`src/rtl/gpt_pkg.sv`:
```
// Shared types, register codes and helpers for the gamepad poll transceiver.
package gpt_pkg;

  localparam int unsigned CfgIdxW = 2;
  localparam int unsigned CfgDataW = 8;

  localparam logic [CfgIdxW-1:0] REG_START_CMD = 2'd0;
  localparam logic [CfgIdxW-1:0] REG_REQUEST_CMD = 2'd1;
  localparam logic [CfgIdxW-1:0] REG_ANALOG_ID = 2'd2;

  localparam logic [7:0] START_CMD_RST = 8'h01;
  localparam logic [7:0] REQUEST_CMD_RST = 8'h42;
  localparam logic [7:0] ANALOG_ID_RST = 8'h73;

  localparam logic CMD_START = 1'b0;
  localparam logic CMD_SLOT = 1'b1;

  typedef struct packed {
    logic [7:0] start_command;
    logic [7:0] request_command;
    logic [7:0] analog_id;
  } cfg_t;

  typedef struct packed {
    logic        chip_select;
    logic        data_out;
    logic        done_res;
    logic [15:0] buttons;
    logic [4:0]  key_code;
    logic        red_mode;
    logic [7:0]  device_id;
    logic [7:0]  right_x;
    logic [7:0]  right_y;
    logic [7:0]  left_x;
    logic [7:0]  left_y;
  } res_t;

  function automatic logic [4:0] key_of(input logic [15:0] btn);
    logic [4:0] key;
    key = 5'd0;
    for (int j = 15; j >= 0; j--) begin
      if (!btn[j]) begin
        key = 5'(j + 1);
      end
    end
    return key;
  endfunction

endpackage

```
`src/rtl/gpt_cfg_regs.sv`:
```
// Configuration registers written through the plain write port.
module gpt_cfg_regs import gpt_pkg::*; (
  input  logic                clk_i,
  input  logic                rst_ni,
  input  logic                cfg_we_i,
  input  logic [CfgIdxW-1:0]  cfg_idx_i,
  input  logic [CfgDataW-1:0] cfg_wdata_i,
  output cfg_t                cfg_o
);

  cfg_t cfg_q;

  always_ff @(posedge clk_i or negedge rst_ni) begin
    if (!rst_ni) begin
      cfg_q.start_command <= START_CMD_RST;
      cfg_q.request_command <= REQUEST_CMD_RST;
      cfg_q.analog_id <= ANALOG_ID_RST;
    end else if (cfg_we_i) begin
      case (cfg_idx_i)
        REG_START_CMD:   cfg_q.start_command <= cfg_wdata_i;
        REG_REQUEST_CMD: cfg_q.request_command <= cfg_wdata_i;
        REG_ANALOG_ID:   cfg_q.analog_id <= cfg_wdata_i;
        default: ;
      endcase
    end
  end

  assign cfg_o = cfg_q;

endmodule

```
`src/rtl/gpt_frame.sv`:
```
// Frame state, bit-slot receive store and per-beat result logic.
module gpt_frame import gpt_pkg::*; #(
  parameter int unsigned FRAME_BYTES = 9
) (
  input  logic clk_i,
  input  logic rst_ni,
  input  logic step_i,
  input  logic cmd_i,
  input  logic din_i,
  input  cfg_t cfg_i,
  output res_t res_o
);

  localparam int unsigned FrameBits = FRAME_BYTES * 8;
  localparam int unsigned StoreDepth = FRAME_BYTES - 2;
  localparam int unsigned PosW = $clog2(FrameBits);
  localparam int unsigned ByteW = PosW - 3;

  logic [PosW-1:0]  pos_q;
  logic             busy_q;
  logic [7:0]       id_q;
  logic [7:0]       store_q [StoreDepth];

  logic [PosW-1:0]  pos_nxt;
  logic [ByteW-1:0] byte_idx;
  logic [2:0]       bit_idx;
  logic             last;
  logic             line_nxt;
  logic [7:0]       rx_view [StoreDepth];
  logic [7:0]       stick [4];
  logic [15:0]      btn;

  assign pos_nxt = pos_q + PosW'(1);
  assign byte_idx = pos_q[PosW-1:3];
  assign bit_idx = pos_q[2:0];
  assign last = (pos_q == PosW'(FrameBits - 1));

  // merge the final bit of the frame into the reported bytes
  always_comb begin
    for (int e = 0; e < StoreDepth; e++) begin
      rx_view[e] = store_q[e];
    end
    rx_view[StoreDepth-1][7] = store_q[StoreDepth-1][7] | (last & din_i);
  end

  assign btn = {rx_view[2], rx_view[1]};

  always_comb begin
    if (pos_nxt < PosW'(8)) begin
      line_nxt = cfg_i.start_command[pos_nxt[2:0]];
    end else if (pos_nxt < PosW'(16)) begin
      line_nxt = cfg_i.request_command[pos_nxt[2:0]];
    end else begin
      line_nxt = cfg_i.request_command[7];
    end
  end

  for (genvar k = 0; k < 4; k++) begin : g_stick
    if (k + 5 < FRAME_BYTES) begin : g_have
      assign stick[k] = rx_view[k+3];
    end else begin : g_none
      assign stick[k] = 8'd0;
    end
  end

  always_ff @(posedge clk_i or negedge rst_ni) begin
    if (!rst_ni) begin
      pos_q <= '0;
      busy_q <= 1'b0;
      id_q <= 8'd0;
      for (int e = 0; e < StoreDepth; e++) begin
        store_q[e] <= 8'd0;
      end
    end else if (step_i) begin
      if (cmd_i == CMD_START) begin
        pos_q <= '0;
        busy_q <= 1'b1;
        id_q <= 8'd0;
        for (int e = 0; e < StoreDepth; e++) begin
          store_q[e] <= 8'd0;
        end
      end else if (busy_q) begin
        if (din_i && byte_idx == ByteW'(1)) begin
          id_q[bit_idx] <= 1'b1;
        end
        for (int e = 0; e < StoreDepth; e++) begin
          if (din_i && byte_idx == ByteW'(e + 2)) begin
            store_q[e][bit_idx] <= 1'b1;
          end
        end
        if (last) begin
          pos_q <= '0;
          busy_q <= 1'b0;
        end else begin
          pos_q <= pos_nxt;
        end
      end
    end
  end

  always_comb begin
    res_o = '0;
    if (cmd_i == CMD_START) begin
      res_o.chip_select = 1'b1;
      res_o.data_out = cfg_i.start_command[0];
    end else if (!busy_q) begin
      res_o.data_out = cfg_i.request_command[7];
    end else if (!last) begin
      res_o.chip_select = 1'b1;
      res_o.data_out = line_nxt;
    end else begin
      res_o.data_out = cfg_i.request_command[7];
      res_o.done_res = 1'b1;
      res_o.buttons = btn;
      res_o.key_code = key_of(btn);
      res_o.red_mode = (id_q == cfg_i.analog_id);
      res_o.device_id = id_q;
      res_o.right_x = stick[0];
      res_o.right_y = stick[1];
      res_o.left_x = stick[2];
      res_o.left_y = stick[3];
    end
  end

endmodule

```
`src/rtl/gamepad_poll_transceiver.sv`:
```
// Gamepad poll transceiver top level: config, frame logic and result register.
// Result: registered, shown in the cycle after its accepted input beat.
// Throughput: one beat per cycle unless the output stalls; the result register
// lets the next beat in while the previous result is taken.
// Reset: idle, no frame busy, receive store and device id zero, registers
// at their defaults; no clearing pass.
module gamepad_poll_transceiver import gpt_pkg::*; #(
  parameter int unsigned FRAME_BYTES = 9
) (
  input  logic                clk_i,
  input  logic                rst_ni,
  input  logic                cfg_we_i,
  input  logic [CfgIdxW-1:0]  cfg_idx_i,
  input  logic [CfgDataW-1:0] cfg_wdata_i,
  input  logic                in_valid_i,
  output logic                in_stall_o,
  input  logic                cmd_i,
  input  logic                din_i,
  output logic                out_valid_o,
  input  logic                out_stall_i,
  output logic                chip_select_o,
  output logic                data_out_o,
  output logic                done_res_o,
  output logic [15:0]         buttons_o,
  output logic [4:0]          key_code_o,
  output logic                red_mode_o,
  output logic [7:0]          device_id_o,
  output logic [7:0]          right_x_o,
  output logic [7:0]          right_y_o,
  output logic [7:0]          left_x_o,
  output logic [7:0]          left_y_o
);

  cfg_t cfg;
  res_t res_d;
  res_t res_q;
  logic out_valid_q;
  logic accept;

  assign in_stall_o = out_valid_q && out_stall_i;
  assign accept = in_valid_i && !in_stall_o;

  gpt_cfg_regs u_cfg (
    .clk_i,
    .rst_ni,
    .cfg_we_i,
    .cfg_idx_i,
    .cfg_wdata_i,
    .cfg_o (cfg)
  );

  gpt_frame #(
    .FRAME_BYTES (FRAME_BYTES)
  ) u_frame (
    .clk_i,
    .rst_ni,
    .step_i (accept),
    .cmd_i,
    .din_i,
    .cfg_i  (cfg),
    .res_o  (res_d)
  );

  always_ff @(posedge clk_i or negedge rst_ni) begin
    if (!rst_ni) begin
      out_valid_q <= 1'b0;
    end else if (accept) begin
      out_valid_q <= 1'b1;
    end else if (!out_stall_i) begin
      out_valid_q <= 1'b0;
    end
  end

  always_ff @(posedge clk_i) begin
    if (accept) begin
      res_q <= res_d;
    end
  end

  assign out_valid_o = out_valid_q;
  assign chip_select_o = res_q.chip_select;
  assign data_out_o = res_q.data_out;
  assign done_res_o = res_q.done_res;
  assign buttons_o = res_q.buttons;
  assign key_code_o = res_q.key_code;
  assign red_mode_o = res_q.red_mode;
  assign device_id_o = res_q.device_id;
  assign right_x_o = res_q.right_x;
  assign right_y_o = res_q.right_y;
  assign left_x_o = res_q.left_x;
  assign left_y_o = res_q.left_y;

endmodule
```
`config.mk`:
```
export PLATFORM = sky130hd
export DESIGN_NAME = gamepad_poll_transceiver
export DESIGN_NICKNAME = d
export VERILOG_FILES = /design/src/rtl/gpt_pkg.sv /design/src/rtl/gpt_cfg_regs.sv /design/src/rtl/gpt_frame.sv /design/src/rtl/gamepad_poll_transceiver.sv
export SDC_FILE = /design/constraint.sdc
export NUM_CORES = 1
export LEC_CHECK = 0
export ABC_AREA = 1
export BUFFER_PORTS_ARGS = -buffer_cell sky130_fd_sc_hd__buf_2
export CORE_ASPECT_RATIO = 0.8
export CORE_MARGIN = 8
export CORE_UTILIZATION = 38
export CTS_BUF_LIST = sky130_fd_sc_hd__clkbuf_8
export CTS_CLUSTER_SIZE = 8
export DETAILED_ROUTE_END_ITERATION = 10
export HOLD_SLACK_MARGIN = 0.1
export PLACE_DENSITY_LB_ADDON = 0.05
export SETUP_SLACK_MARGIN = 0.1
export SKIP_LAST_GASP = 1
export SLEW_MARGIN = 10
export SYNTH_ARGS = -nofsm -noshare
export SYNTH_HDL_FRONTEND = slang
export SYNTH_HIERARCHICAL = 1
export SYNTH_SLANG_ARGS = --single-unit
```
`constraint.sdc`:
```
create_clock -name clk_i -period 6.2 [get_ports clk_i]
set_input_delay 1.24 -clock clk_i [delete_from_list [all_inputs] [get_ports clk_i]]
set_output_delay 1.24 -clock clk_i [all_outputs]
set_load 0.01 [all_outputs]
```
==> results of run 1 <==
-- cell families (layout without fill, tap and decap cells) --
kind of cell    after synthesis  count (layout)  synth area share
fa+ha+maj                     1               1           0.00192
simple gates                290             290             0.197
xor+xnor                      7               7           0.00940
compound gates               92              92            0.0756
flops                       154             154             0.642
buf+inv                     105             210            0.0733
-- critical path: stages --
cell     delay [ns]
buf_2          0.12
nand2_1        0.07
inv_1          0.04
buf_2          0.13
-- routing by layer --
metal | track usage | part of all wire | vias to the layer above
met4 | 0.0385 | 0.011 | 0
li1 | - | - | 2302
met2 | 0.219 | 0.45 | 99
met5 | 0 | 0 | -
met1 | 0.196 | 0.48 | 2224
met3 | 0.0490 | 0.063 | 11
-- report_power, final --
part / internal (W) / switching, W / total, W
clock: 0.000391 / 0.000363 / 0.000753
combinational: 0.000127 / 0.000251 / 0.000378
sequential: 0.00119 / 0.0000644 / 0.00125
total: 0.00170 / 0.000678 / 0.00238
-- layout make-up --
type,instances,share of cell area
flip-flops and latches,154,0.555
multi-input cells,390,0.248
well taps,225,0.0373
repair buffers,93,0.0653
clock inverters,15,0.0209
inverters,85,0.0423
clock buffers,17,0.0310
-- cell usage in the layout (no fill, tap or decap), types with 2 or more instances in the layout --
cell        count
a21oi_1        64
buf_2          82
buf_4          11
bufinv_16       3
clkbuf_8       17
clkinv_2        5
clkinvlp_4      3
dfrtp_1        81
dfstp_2         8
edfxtp_1       65
inv_1          83
inv_2           4
nand2_1       146
nand3_1        18
nand3_4         2
nand4_1        19
nor2_1         76
nor2_2          2
nor2_4          2
nor3_1         12
nor4_1          2
o21ai_0        13
o22ai_1         9
or2_2           4
xnor2_1         4
xor2_1          3
-- synth_stat cells (2+ instances only) --
master      n
xnor2_1     4
inv_2       4
nor2_1     77
xor2_1      3
nand3_4     2
buf_6       9
edfxtp_1   65
nand2_1   146
dfstp_2     8
nor2_2      2
nor3_1     12
o21ai_0    13
a21oi_1    65
inv_1      81
nand4_1    19
nand3_1    18
buf_4       2
clkbuf_1    2
dfrtp_1    81
or2_2       4
buf_2       7
nor4_1      2
o22ai_1     9
-- per-stage QoR --
step | instance area (um2) | hold WS, ns | utilization
after floorplan | 6520 | 0.437 | -
after global placement | 7150 | 0.459 | 0.419
after detailed placement | 7150 | 0.462 | 0.419
after CTS | 7550 | 0.478 | 0.442
after global routing | 7550 | 0.495 | 0.442
final | 7550 | 0.475 | 0.442
-- final timing paths --
path                                   from                  to  slack (ns)  cells past startpoint
hold reg to reg              u_cfg/cfg_o[9]      u_cfg/cfg_o[9]        0.47                      2
max in group asynchronous            rst_ni  u_frame/rx_view[5]        4.36                      2
hold / removal               u_cfg/cfg_o[9]      u_cfg/cfg_o[9]        0.47                      2
setup / recovery                out_stall_i          in_stall_o        3.36                      4
min in group asynchronous            rst_ni      u_cfg/cfg_o[3]        0.58                      1
setup reg to reg           u_frame/pos_q[0]       key_code_o[4]        3.67                      9
-- flip-flops by register name, summed over array words and instances, names as in the netlist, 5 cells and up --
signal,cells
right_y_o,8
u_frame/btn,16
device_id_o,8
buttons_o,16
left_x_o,8
right_x_o,8
u_frame/pos_q,7
u_frame/rx_view,31
left_y_o,8
key_code_o,5
u_frame/id_q,8
u_cfg/cfg_o,24
==> metrics.txt, run 1 <==
status=complete, no violations; DRT Pass-1 Iters=5; Synth Flop Type=dfrtp_1; clock transition at the registers of the reported paths=about 0.08 ns; vias per cell=~4.7; total CTS buffers=17; Final Cycle Share=0.457; Data arrival, critical path=approximately 1.6 ns; most area-consuming cells after synthesis=dfrtp_1 31%, edfxtp_1 30%, nand2_1 8.4%; total power=approximately 0.0024 W; Final Max Slew Viols=0; Detail Placement HPWL=approximately 10 mm; CTS Sinks=between 150 and 200; n_diodes=0; Worst Skew=between 0.01 and 0.015 ns; share of cells above drive strength 1=0.202; Syn Area/Cell=10.0 um2; VDD IR max=~0.18 mV; RSZ-0062 raised after global routing=no; synth unique cells=37; core area=about 0.017 mm2; net count reported at finish=approximately 760; Boundary Pins=84; DR vias=around 4600; Routed WL=roughly 15 mm; largest area contributor in the netlist=dfrtp_1; Post-synth EDFFs=between 60 and 70; row count=43; largest net degree at the start of global routing=85; final worst slack=~3.4 ns; FMAX=353 MHz; Max Cap Viol=0; total area of sequential cells=0.00419 mm2; CP endpoint kind=output pin; vias in the first global route=4710; global route overflow=0; critical-path maximum fanout=2; FFs w/ async S/R, synth=0.578; synthesized flop and latch total=roughly 150; syn_nets=667; Die W=about 160 um; setup violators final=0; RD Place Congestion=0.878; post-CTS resize count=0; drt drc=0; pre-CTS setup slack=~3.2 ns; Crit Path Category=in -> out; relative slew slack=0.276; DRT antenna net count=0; H-tree depth=4; Hold Path Class=reg -> reg; final-report hold violation count=0; area growth from synthesis to layout=15.7%; Post-CTS Setup Repair Bufs=0; Die Y=roughly 130 um; GRT Total Usage=0.145; YS warnings=6; setup TNS=0 ns; Least-Margin Pin Slew=1.09 ns; cts hold-fix bufs=0; Worst-Skew Late Latency=between 0.4 and 0.5 ns; Synth Cell Area=between 0.006 and 0.007 mm2; Non-Filler Instances=between 900 and 1000; footprint of the multi-input gates=between 0.0015 and 0.002 mm2; fillers=roughly 1700; initial antenna violation count=0; Seq/Total Area, Yosys=0.642; die area=roughly 0.022 mm2; Clock Path Buffers=2; routed length per placed instance=~16 um; CTS tree=done; Gate Count Post-Synth=between 600 and 700; Initial Util=0.382; PwrDens=approximately 320 mW/mm2; Post-Place Cells=947; leakage power=~3.2 nW; global-route wire length before repair=around 25 mm; CP Launch Type=primary input; I/O Buffers=83; Worst EP required=about 5.0 ns; Root Driver=clkbuf_8; Final min period=between 2 and 3 ns; Yosys top cell area share=0.311; initial DRC count=220
(Power assumes the default switching activity.)
==> inputs of run 2 (changes only) <==
clock period = 3 ns   (was 6.2 ns; I/O delays follow)
==> metrics.txt, run 2 (synthesized netlist as in run 1, its figures left out) <==
Boundary Pins=84 (unchanged); critical-path maximum fanout=34 (+32); global route overflow=0 (unchanged); Final min period=2.37 ns; Data arrival, critical path=2.56 ns (+0.96 ns); Post-Place Cells=947 (unchanged); CP top delay family=buffers and inverters; row count=43 (unchanged); Root Driver=clkbuf_8; FMAX=about 420 MHz; CTS tree=done; CTS Sinks=154 (unchanged); net count reported at finish=759 (unchanged); commonest non-fill, non-tap cell in the layout=nand2_1; die area=0.0216 mm2 (unchanged); relative slew slack=0.396 (+0.120); Die W=162 um (unchanged); Worst Skew=0.0165 ns (+0.00425 ns); area growth from synthesis to layout=15.8% (about the same); vias per cell=4.83 (+2.0%); I/O Buffers=83 (unchanged); routed length per placed instance=15.9 um (+2.7%); Largest register FFs=31 (unchanged); Worst EP required=3.19 ns (-1.77 ns); Final Cycle Share=0.790; largest net degree at the start of global routing=68 (-20%); final-report hold violation count=0 (unchanged); Routed WL=15.6 mm (+2.7%); CP bufs+invs=3 (unchanged); Post-CTS Setup Repair Bufs=0 (unchanged); CP Launch Type=flip-flop; total CTS buffers=17 (unchanged); critical-path cell list=ha_1, nand2_2, inv_2, nand4_2, nor3_4, inv_2, buf_4, nor2_1; Crit Path Category=reg -> reg; DR vias=4730 (+2.0%); Hold Path Class=in -> async; Final Max Slew Viols=0 (unchanged); Detail Placement HPWL=10.6 mm (+2.5%); CP dominant cell by count=inv_2; DRT antenna net count=0 (unchanged); Die Y=133 um (unchanged); Non-Filler Instances=979 (unchanged); RD Place Congestion=0.850 (-3.2%); RSZ-0062 raised after global routing=no; Clock Path Buffers=2 (unchanged); Initial Util=0.382 (unchanged); initial DRC count=292 (+33%); setup TNS=0 ns (unchanged); core area=0.0171 mm2 (unchanged); slowest CP cell=dfrtp_1; initial antenna violation count=0 (unchanged); share of cells above drive strength 1=0.202 (unchanged); most frequent cells in the layout=146 x nand2_1, 84 x inv_1, 82 x buf_2, 81 x dfrtp_1, 76 x nor2_1; H-tree depth=4 (unchanged); Worst-Skew Late Latency=0.44 ns (about the same); status=complete, no violations; total area of sequential cells=0.00419 mm2 (unchanged); n_diodes=0 (unchanged); fillers=1712 (+2.3%); VDD IR max=0.323 mV (+81%); post-CTS resize count=0 (unchanged); Least-Margin Pin Slew=0.901 ns (-0.185 ns); Max Cap Viol=0 (unchanged); CP endpoint kind=flip-flop; crit-path max cell delay=0.54 ns (+0.41 ns); vias in the first global route=4743 (+0.70%); DRT Pass-1 Iters=5 (unchanged); GRT Total Usage=0.148 (+0.00228); footprint of the multi-input gates=0.00188 mm2 (+0.27%); drt drc=0 (unchanged); leakage power=3.20 nW (-0.17%); PwrDens=646 mW/mm2 (+100%); cts hold-fix bufs=0 (unchanged); setup violators final=0 (unchanged); clock transition at the registers of the reported paths=0.08 ns (about the same); global-route wire length before repair=25.0 mm (+1.2%)
## run 2: final timing paths
| kind | cells after the start | slack, ns | endpoint | start |
|---|---|---|---|---|
| worst min-delay path | 1 | 0.13 | u_cfg/cfg_o[2] | rst_ni |
| worst min register to register | 2 | 0.48 | u_cfg/cfg_o[23] | u_cfg/cfg_o[23] |
| max in group asynchronous | 2 | 2.20 | u_cfg/cfg_o[1] | rst_ni |
| worst max-delay path | 8 | 0.63 | right_y_o[2] | u_frame/pos_q[0] |
| worst max register to register | 8 | 0.63 | right_y_o[2] | u_frame/pos_q[0] |
| min in group clk_i | 3 | 0.38 | out_valid_o | in_valid_i |
## run 2: area by class of cell
type,count,share of cell area
multi-input combinational,390,0.249
sequential,154,0.555
clock buffer,18,0.0328
clock inverter,14,0.0176
timing repair buffer,93,0.0669
inverter,85,0.0422
tap,225,0.0373
## run 2: report_power, final
group	internal (W)	switching, W
logic	0.000264	0.000529
clock network	0.000749	0.000754
registers	0.00245	0.000135
## run 2: per-stage QoR
step / power (W) / worst slack, ns / area (um2) / hold WS (ns) / utilization
after global placement: 0.00341 / 0.719 / 7170 / 0.463 / 0.421
after floorplan: 0.00312 / 0.277 / 6530 / 0.304 / -
after global routing: 0.00516 / 0.378 / 7550 / 0.121 / 0.443
final: 0.00488 / 0.631 / 7550 / 0.126 / 0.443
after CTS: 0.00495 / 0.623 / 7550 / 0.117 / 0.443
after detailed placement: 0.00342 / 0.637 / 7170 / 0.459 / 0.421
## run 2: worst reg2reg max path: cells and delay by family (launching register included)
kind | cells | cell delay (ns)
adders and majority gates | 1 | 0.30
buffers and inverters | 3 | 0.93
DFF | 1 | 0.54
and+or+nand+nor | 4 | 0.34
## run 2: per-layer routing
metal | part of all wire | wire, um | global-route usage | vias to the layer above
met2 | 0.44 | 6900 | 0.217 | 131
li1 | - | - | - | 2303
met5 | 0 | 0 | 0 | -
met4 | 0.0081 | 126 | 0.0416 | 0
met1 | 0.48 | 7490 | 0.207 | 2286
met3 | 0.069 | 1080 | 0.0444 | 10
